$ cat src/rtl/pwro_pkg.sv
// Package with the shared types, register indexes and constants of the pixel window rescaler.
package pwro_pkg;

  localparam int PIX_W  = 16;
  localparam int OUT_W  = 8;
  localparam int IDX_W  = 22;
  localparam int SIZE_W = 12;
  localparam int ORI_W  = 2;
  localparam int CIDX_W = 3;
  localparam int CDAT_W = 16;
  localparam int RECIP_W = 32;
  localparam int IN_TDATA_W  = 16;
  localparam int OUT_TDATA_W = 64;

  typedef logic [PIX_W-1:0]   pixel_t;
  typedef logic [OUT_W-1:0]   scaled_t;
  typedef logic [IDX_W-1:0]   index_t;
  typedef logic [SIZE_W-1:0]  size_t;
  typedef logic [ORI_W-1:0]   orient_t;
  typedef logic [CIDX_W-1:0]  cfg_index_t;
  typedef logic [CDAT_W-1:0]  cfg_data_t;
  typedef logic [RECIP_W-1:0] recip_t;

  localparam cfg_index_t REG_WINDOW_LOW  = 3'd0;
  localparam cfg_index_t REG_WINDOW_HIGH = 3'd1;
  localparam cfg_index_t REG_SLOW_SIZE   = 3'd2;
  localparam cfg_index_t REG_FAST_SIZE   = 3'd3;
  localparam cfg_index_t REG_ORIENTATION = 3'd4;

  localparam orient_t ORIENT_AS_IS     = 2'd0;
  localparam orient_t ORIENT_TRANSPOSE = 2'd1;
  localparam orient_t ORIENT_FLIP_FAST = 2'd2;

  localparam pixel_t  WINDOW_LOW_RESET  = 16'd0;
  localparam pixel_t  WINDOW_HIGH_RESET = 16'd65535;
  localparam size_t   SIZE_RESET        = 12'd2048;

  // 255 * 2^24, and its quotient by the reset window span of 65535.
  localparam recip_t  RECIP_DIVIDEND = 32'hFF00_0000;
  localparam recip_t  RECIP_RESET    = 32'd65280;
  localparam int      ROUND_SHIFT    = 24;
  localparam scaled_t SCALED_FULL    = 8'd255;

endpackage

$ cat src/rtl/pixel_window_rescale_orient.sv
// Window/level rescaler of 16-bit pixels to 8 bits with oriented destination index.
//
// Raw pixels enter on the in_ stream, one per request, fast dimension first.
// Each accepted pixel yields exactly one result on the out_ stream: the 8-bit
// window-mapped value, its destination index for the selected orientation, the
// running frame minimum and maximum, and out_tlast on the frame's last pixel.
// Registers are written over the cfg_ port, indexed in the order window_low,
// window_high, frame_slow_size, frame_fast_size, orientation.
// Throughput is one pixel per cycle, set by the two-stage pipeline with its
// single 16x32 multiply, unless the receiver, the divider or a cfg_ request
// stalls it. A write of either window register starts a bit-serial reciprocal
// divider; while it runs, in_tready and cfg_ready are low.
// While a configuration request is offered, in_tready is also low.
// A write of either size register restarts the frame position.
// Reset clears the pipeline, restores the register defaults and loads the
// reciprocal of the default window directly, so no divider pass follows reset.
// When the receiver stalls, the output register holds its request and the
// input stage keeps accepting until both stages are full.
module pixel_window_rescale_orient #(
  parameter int MAX_SIDE = 2048
) (
  input  logic                          clk,
  input  logic                          rst_n,
  input  logic                          in_tvalid,
  output logic                          in_tready,
  input  logic [pwro_pkg::IN_TDATA_W-1:0]  in_tdata,   // [15:0] pixel_in
  output logic                          out_tvalid,
  input  logic                          out_tready,
  // [7:0] scaled_pixel, [29:8] dest_index, [45:30] frame_min, [61:46] frame_max
  output logic [pwro_pkg::OUT_TDATA_W-1:0] out_tdata,
  output logic                          out_tlast,  // frame_last
  input  logic                          cfg_valid,
  output logic                          cfg_ready,
  input  logic [pwro_pkg::CIDX_W-1:0]   cfg_index,
  input  logic [pwro_pkg::CDAT_W-1:0]   cfg_data
);
  import pwro_pkg::*;

  localparam int POS_W  = (MAX_SIDE > 1) ? $clog2(MAX_SIDE) : 1;
  localparam int CALC_W = (POS_W + SIZE_W + 1 > IDX_W) ? POS_W + SIZE_W + 1 : IDX_W;
  localparam int PROD_W = PIX_W + RECIP_W;
  localparam int CNT_W  = $clog2(RECIP_W);

  pixel_t  win_low_r, win_high_r;
  size_t   slow_size_r, fast_size_r;
  orient_t orient_r;
  recip_t  recip_r;

  logic [POS_W-1:0] slow_pos_r, fast_pos_r;
  pixel_t           run_min_r, run_max_r;

  logic             div_busy_r;
  logic [CNT_W-1:0] div_cnt_r;
  recip_t           div_q_r;
  logic [PIX_W:0]   div_rem_r;

  logic             s1_valid_r;
  pixel_t           s1_diff_r;
  logic             s1_zero_r, s1_full_r, s1_last_r;
  logic [POS_W-1:0] s1_i_r, s1_j_r;
  pixel_t           s1_min_r, s1_max_r;

  logic    out_valid_r, out_last_r;
  scaled_t out_pix_r;
  index_t  out_idx_r;
  pixel_t  out_min_r, out_max_r;

  logic s2_en, s1_en, in_acc, cfg_acc;

  assign s2_en     = !out_valid_r || out_tready;
  assign s1_en     = !s1_valid_r || s2_en;
  assign in_tready = s1_en && !div_busy_r && !cfg_valid;
  assign cfg_ready = !div_busy_r;
  assign in_acc    = in_tvalid && in_tready;
  assign cfg_acc   = cfg_valid && cfg_ready;

  function automatic size_t eff_size(input size_t reg_val);
    size_t res;
    if (reg_val == '0) begin
      res = size_t'(1);
    end else if (int'(reg_val) > MAX_SIDE) begin
      res = size_t'(MAX_SIDE);
    end else begin
      res = reg_val;
    end
    return res;
  endfunction

  size_t w_eff, h_eff;
  assign w_eff = eff_size(slow_size_r);
  assign h_eff = eff_size(fast_size_r);

  // Divider: restoring, one quotient bit per cycle.
  logic [PIX_W:0] div_span, div_rem_sh, div_rem_nxt;
  logic           div_ge;

  always_comb begin
    div_span    = {1'b0, win_high_r - win_low_r};
    div_rem_sh  = {div_rem_r[PIX_W-1:0], div_q_r[RECIP_W-1]};
    div_ge      = div_rem_sh >= div_span;
    div_rem_nxt = div_ge ? div_rem_sh - div_span : div_rem_sh;
  end

  // Input stage: position, statistics and window classification.
  pixel_t pix;
  logic   first, fast_end, last_nxt;
  pixel_t min_nxt, max_nxt;
  logic [POS_W-1:0] slow_pos_nxt, fast_pos_nxt;

  always_comb begin
    pix      = in_tdata[PIX_W-1:0];
    first    = (slow_pos_r == '0) && (fast_pos_r == '0);
    fast_end = (CALC_W'(fast_pos_r) + CALC_W'(1)) >= CALC_W'(h_eff);
    last_nxt = fast_end && ((CALC_W'(slow_pos_r) + CALC_W'(1)) >= CALC_W'(w_eff));
    min_nxt  = (first || pix < run_min_r) ? pix : run_min_r;
    max_nxt  = (first || pix > run_max_r) ? pix : run_max_r;
    if (fast_end) begin
      fast_pos_nxt = '0;
      slow_pos_nxt = last_nxt ? '0 : slow_pos_r + POS_W'(1);
    end else begin
      fast_pos_nxt = fast_pos_r + POS_W'(1);
      slow_pos_nxt = slow_pos_r;
    end
  end

  // Output stage: multiply, round, saturate, and the destination index.
  logic [PROD_W-1:0] prod;
  logic [PROD_W-ROUND_SHIFT-1:0] rounded;
  scaled_t           pix_nxt;
  logic [CALC_W-1:0] ci, cj, cw, ch, idx_full;

  always_comb begin
    prod    = PROD_W'(s1_diff_r) * PROD_W'(recip_r) + (PROD_W'(1) << (ROUND_SHIFT - 1));
    rounded = prod[PROD_W-1:ROUND_SHIFT];
    if (s1_zero_r) begin
      pix_nxt = '0;
    end else if (s1_full_r || rounded > (PROD_W-ROUND_SHIFT)'(SCALED_FULL)) begin
      pix_nxt = SCALED_FULL;
    end else begin
      pix_nxt = rounded[OUT_W-1:0];
    end
    ci = CALC_W'(s1_i_r);
    cj = CALC_W'(s1_j_r);
    cw = CALC_W'(w_eff);
    ch = CALC_W'(h_eff);
    case (orient_r)
      ORIENT_TRANSPOSE: idx_full = cj * cw + ci;
      ORIENT_FLIP_FAST: idx_full = ci * ch + (ch - CALC_W'(1) - cj);
      default:          idx_full = ci * ch + cj;
    endcase
  end

  always_ff @(posedge clk) begin
    if (!rst_n) begin
      win_low_r   <= WINDOW_LOW_RESET;
      win_high_r  <= WINDOW_HIGH_RESET;
      slow_size_r <= SIZE_RESET;
      fast_size_r <= SIZE_RESET;
      orient_r    <= ORIENT_AS_IS;
      recip_r     <= RECIP_RESET;
      slow_pos_r  <= '0;
      fast_pos_r  <= '0;
      run_min_r   <= '0;
      run_max_r   <= '0;
      div_busy_r  <= 1'b0;
      div_cnt_r   <= '0;
      s1_valid_r  <= 1'b0;
      out_valid_r <= 1'b0;
    end else begin
      if (cfg_acc) begin
        case (cfg_index)
          REG_WINDOW_LOW: begin
            win_low_r <= cfg_data[PIX_W-1:0];
            div_busy_r <= 1'b1;
          end
          REG_WINDOW_HIGH: begin
            win_high_r <= cfg_data[PIX_W-1:0];
            div_busy_r <= 1'b1;
          end
          REG_SLOW_SIZE: begin
            slow_size_r <= cfg_data[SIZE_W-1:0];
            slow_pos_r  <= '0;
            fast_pos_r  <= '0;
          end
          REG_FAST_SIZE: begin
            fast_size_r <= cfg_data[SIZE_W-1:0];
            slow_pos_r  <= '0;
            fast_pos_r  <= '0;
          end
          REG_ORIENTATION: orient_r <= cfg_data[ORI_W-1:0];
          default: ;
        endcase
        div_cnt_r <= '0;
      end else if (in_acc) begin
        slow_pos_r <= slow_pos_nxt;
        fast_pos_r <= fast_pos_nxt;
        run_min_r  <= min_nxt;
        run_max_r  <= max_nxt;
      end
      if (div_busy_r) begin
        div_cnt_r <= div_cnt_r + CNT_W'(1);
        if (div_cnt_r == CNT_W'(RECIP_W - 1)) begin
          recip_r    <= {div_q_r[RECIP_W-2:0], div_ge};
          div_busy_r <= 1'b0;
        end
      end
      if (s1_en) begin
        s1_valid_r <= in_acc;
      end
      if (s2_en) begin
        out_valid_r <= s1_valid_r;
      end
    end
  end

  always_ff @(posedge clk) begin
    if (cfg_acc) begin
      div_q_r   <= RECIP_DIVIDEND;
      div_rem_r <= '0;
    end else if (div_busy_r) begin
      div_q_r   <= {div_q_r[RECIP_W-2:0], div_ge};
      div_rem_r <= div_rem_nxt;
    end
    if (in_acc) begin
      s1_diff_r <= pix - win_low_r;
      s1_zero_r <= pix <= win_low_r;
      s1_full_r <= win_high_r <= win_low_r;
      s1_last_r <= last_nxt;
      s1_i_r    <= slow_pos_r;
      s1_j_r    <= fast_pos_r;
      s1_min_r  <= min_nxt;
      s1_max_r  <= max_nxt;
    end
    if (s2_en && s1_valid_r) begin
      out_pix_r  <= pix_nxt;
      out_idx_r  <= idx_full[IDX_W-1:0];
      out_min_r  <= s1_min_r;
      out_max_r  <= s1_max_r;
      out_last_r <= s1_last_r;
    end
  end

  assign out_tvalid = out_valid_r;
  assign out_tlast  = out_last_r;
  assign out_tdata  = OUT_TDATA_W'({out_max_r, out_min_r, out_idx_r, out_pix_r});

endmodule

$ cat config.mk
export PLATFORM = sky130hd
export DESIGN_NAME = pixel_window_rescale_orient
export DESIGN_NICKNAME = d
export VERILOG_FILES = /design/src/rtl/pwro_pkg.sv /design/src/rtl/pixel_window_rescale_orient.sv
export SDC_FILE = /design/constraint.sdc
export NUM_CORES = 2
export LEC_CHECK = 0
export BUFFER_PORTS_ARGS = -buffer_cell sky130_fd_sc_hd__buf_4
export CAP_MARGIN = 10
export CELL_PAD_IN_SITES_DETAIL_PLACEMENT = 1
export CELL_PAD_IN_SITES_GLOBAL_PLACEMENT = 2
export CORE_MARGIN = 2
export CORE_UTILIZATION = 25
export DETAILED_ROUTE_END_ITERATION = 12
export PLACE_DENSITY = 0.52
export SLEW_MARGIN = 20
export SYNTH_ARGS = -nofsm -noshare
export SYNTH_HDL_FRONTEND = slang
export SYNTH_SLANG_ARGS = --single-unit
$ cat constraint.sdc
create_clock -name clk -period 13.85 [get_ports clk]
set_input_delay 2.0775 -clock clk [delete_from_list [all_inputs] [get_ports clk]]
set_output_delay 2.0775 -clock clk [all_outputs]
set_load 0.02 [all_outputs]
==> results.toml <==
[routing]
dr.pass1.iters = 4
drtIter0Drc = 1231
wl_per_cell_um = 20.6
ant_nets = 0
vias_per_cell = 4.55
via_count = 32700
drc = 0
wirelength_um = 148000

[power]
clock_power_share = 0.289
p_switching_uw = 1650
power_density_mw_per_mm2 = 87.1
p_sw_frac = 0.402
power_frac_comb = 0.441
vdd_drop_max_uv = 96.9
seq_power_share = 0.269
power_leakage_uw = 0.0216
p_total_uw = 4110
p_int_uw = 2460

[critical_path]
cp_slowest_cell = "fa_1"
required_ns = 14.22
crit_path_max_fanout = 9
r2r-end = "out_idx_r[21]"
worst-setup-path-type = "reg2reg"
end_kind = "flop"
cp-start-kind = "flop"
r2r-start = "fast_size_r[5]"
arrival_ns = 8.57
cp_top_family = "adder cells"
rr_worst_depth = 31
rrSetupSlack_ns = 5.65
cpPeakStageDelay_ns = 0.56
cp_num_buf_inv = 5

[worst_hold_path]
min_path_type = "reg2reg"
hold_path_end = "out_max_r[3]"
hold_path_depth = 0
holdCritStartpoint = "s1_max_r[3]"

[clock_tree]
cts_resized = 0
numCtsBuffers = 47
htreeDepth = 2
clock_latency_ns = 0.66
postCtsSetupRepairBufs = 0
clk_pin_slew_ns = 0.06
cts_root_buffer = "clkbuf_16"
cts.sinks = 336
cts_tree = "yes"
ctsHoldBuffers = 0
clockBufferDepth = 3

[timing]
max_freq_mhz = 122
slew_headroom = 0.212
hold_violations = 0
fin_crit_ns = 8.20
worst_pin_slew_ns = 1.17
setup_viol = 0
skew_ns = 0.0539
rsz0062_at_grt = "false"
holdWs_ns = 0.418
setup_slack_ns = 5.65
slew_violations = 0
min_period_over_period = 0.592
tns_ns = 0

[synth]
synth_edf_count = 136
synth_warnings = 0
syn_area_mm2 = 0.0425
synth-main-ff-cell = "dfxtp_1"
synth_cells = 4914
avgSynthCellArea_um2 = 8.64
async_flop_share = 0
yosysSeqAreaShare = 0.190
synth_cell_types = 83
ys_ff_latch = 336

[grt]
grt_pass1_vias = 36700
overflow = 0
grt_max_degree = 65
antenna_found_initial = 1
track_usage = 0.174
grt_first_pass_wirelength_um = 230000

[cells_and_area]
regArea_mm2 = 0.00809
num-fill-cells = 19800
multiInputGateArea_mm2 = 0.0303
layout-drive-gt1-share = 0.0586
layout_common_cells = "inv_1, nand2_1, fa_1"
final_util = 0.279
syn2layout_area_growth_pct = 11.2
fin_nets = 5980
layout.cells.most_common = "inv_1"

[floorplan]
num_io_pins = 108
num_rows = 151
coreArea_mm2 = 0.169
dieHeight_um = 416
die_area_mm2 = 0.173
start_util = 0.251
die_x_um = 416

[placed_design]
place_ws_ns = 5.59
gp_congestion = 0.769
hpwl_um = 115000
io_buffer_count = 105

[status]
status = "complete, no violations"

[run]
drv_cap = 0
## cells in the mapped netlist (all sizes together), types with 86 or more instances
cell type  number  area (µm²)
inv           881        3310
nand2         835        3140
fa            609       12200
ha            404        5050
and2          243        1520
nor2          235         882
a21oi         202        1010
dfxtp         200        4000
clkbuf        192         721
o21ai         190         951
edfxtp        136        4080
nand3         114         571
xnor2          86         753
## sequential cells by signal (all words and copies together) (netlist names), 12 cells and up
signal and count:
s1_diff_r 16, div_q_r 32, out_max_r 16, slow_size_r 12
out_min_r 16, win_low_r 16, win_high_r 16, s1_max_r 16
fast_size_r 12, run_max_r 16, s1_min_r 16, recip_r 32
out_idx_r 22, div_rem_r 16, run_min_r 16
## through the flow
stage,instance area [µm²],instances
3_3_place_gp,45700,7096
2_1_floorplan,42500,4915
5_1_grt,47200,7181
3_5_place_dp,45700,7096
4_1_cts,47200,7181
6_report,47200,7184
## cell families (layout without fill, tap and decap cells)
kind of cell | Yosys count | in the layout | synth area share
fa+ha+maj | 1013 | 1013 | 0.406
flops | 336 | 336 | 0.190
buf+inv | 1092 | 1140 | 0.0969
compound gates | 645 | 645 | 0.0936
mux | 29 | 29 | 0.00737
xor+xnor | 120 | 120 | 0.0247
other cells | 1 | 5 | 0.0000883
simple gates | 1678 | 1678 | 0.181
## area by class of cell
class / count / area share
antenna: 3 / 0.000159
clock buffer: 62 / 0.0265
clock inverter: 23 / 0.00453
inverter: 889 / 0.0708
multi-input combinational: 3487 / 0.642
sequential: 336 / 0.171
tap: 2218 / 0.0588
timing repair buffer: 166 / 0.0264
## power groups by stage
| stage | logic (µW) | registers (µW) | clock network [µW] |
|---|---|---|---|
| global route | 2120 | 1110 | 1280 |
| finish | 1820 | 1110 | 1190 |
| CTS | 1890 | 1110 | 1240 |
| floorplan | 1270 | 1130 | 0 |
| global placement | 1870 | 1130 | 0 |
| detailed placement | 1880 | 1130 | 0 |
## how the worst max path moves through the flow
stage               slack, ns  cells past startpoint       startpoint            end
floorplan                6.63                     30  fast_size_r[11]  out_idx_r[21]
global placement         5.73                     31   fast_size_r[5]  out_idx_r[21]
detailed placement       5.59                     31   fast_size_r[5]  out_idx_r[21]
CTS                      5.54                     31   fast_size_r[5]  out_idx_r[21]
global route             4.85                     31   fast_size_r[5]  out_idx_r[21]
finish                   5.65                     31   fast_size_r[5]  out_idx_r[21]
## per-layer routing
metal | wire length, µm | GRT usage | up-vias
met5 | 0 | 0 | -
met1 | 69000 | 0.232 | 16800
met4 | 2810 | 0.0329 | 0
li1 | - | - | 15500
met2 | 73100 | 0.308 | 262
met3 | 2880 | 0.0142 | 104
## worst reg2reg max path: cells and delay by family, from the launching register on
kind	cells	cell delay [ns]
buffers and inverters	5	0.70
flip-flops	1	0.34
AO/OA/AOI/OAI	8	1.74
multiplexers	1	0.09
adder cells (fa/ha/maj)	7	2.77
AND/OR/NAND/NOR	7	1.91
XOR/XNOR	3	0.40
(Power assumes the default switching activity.)
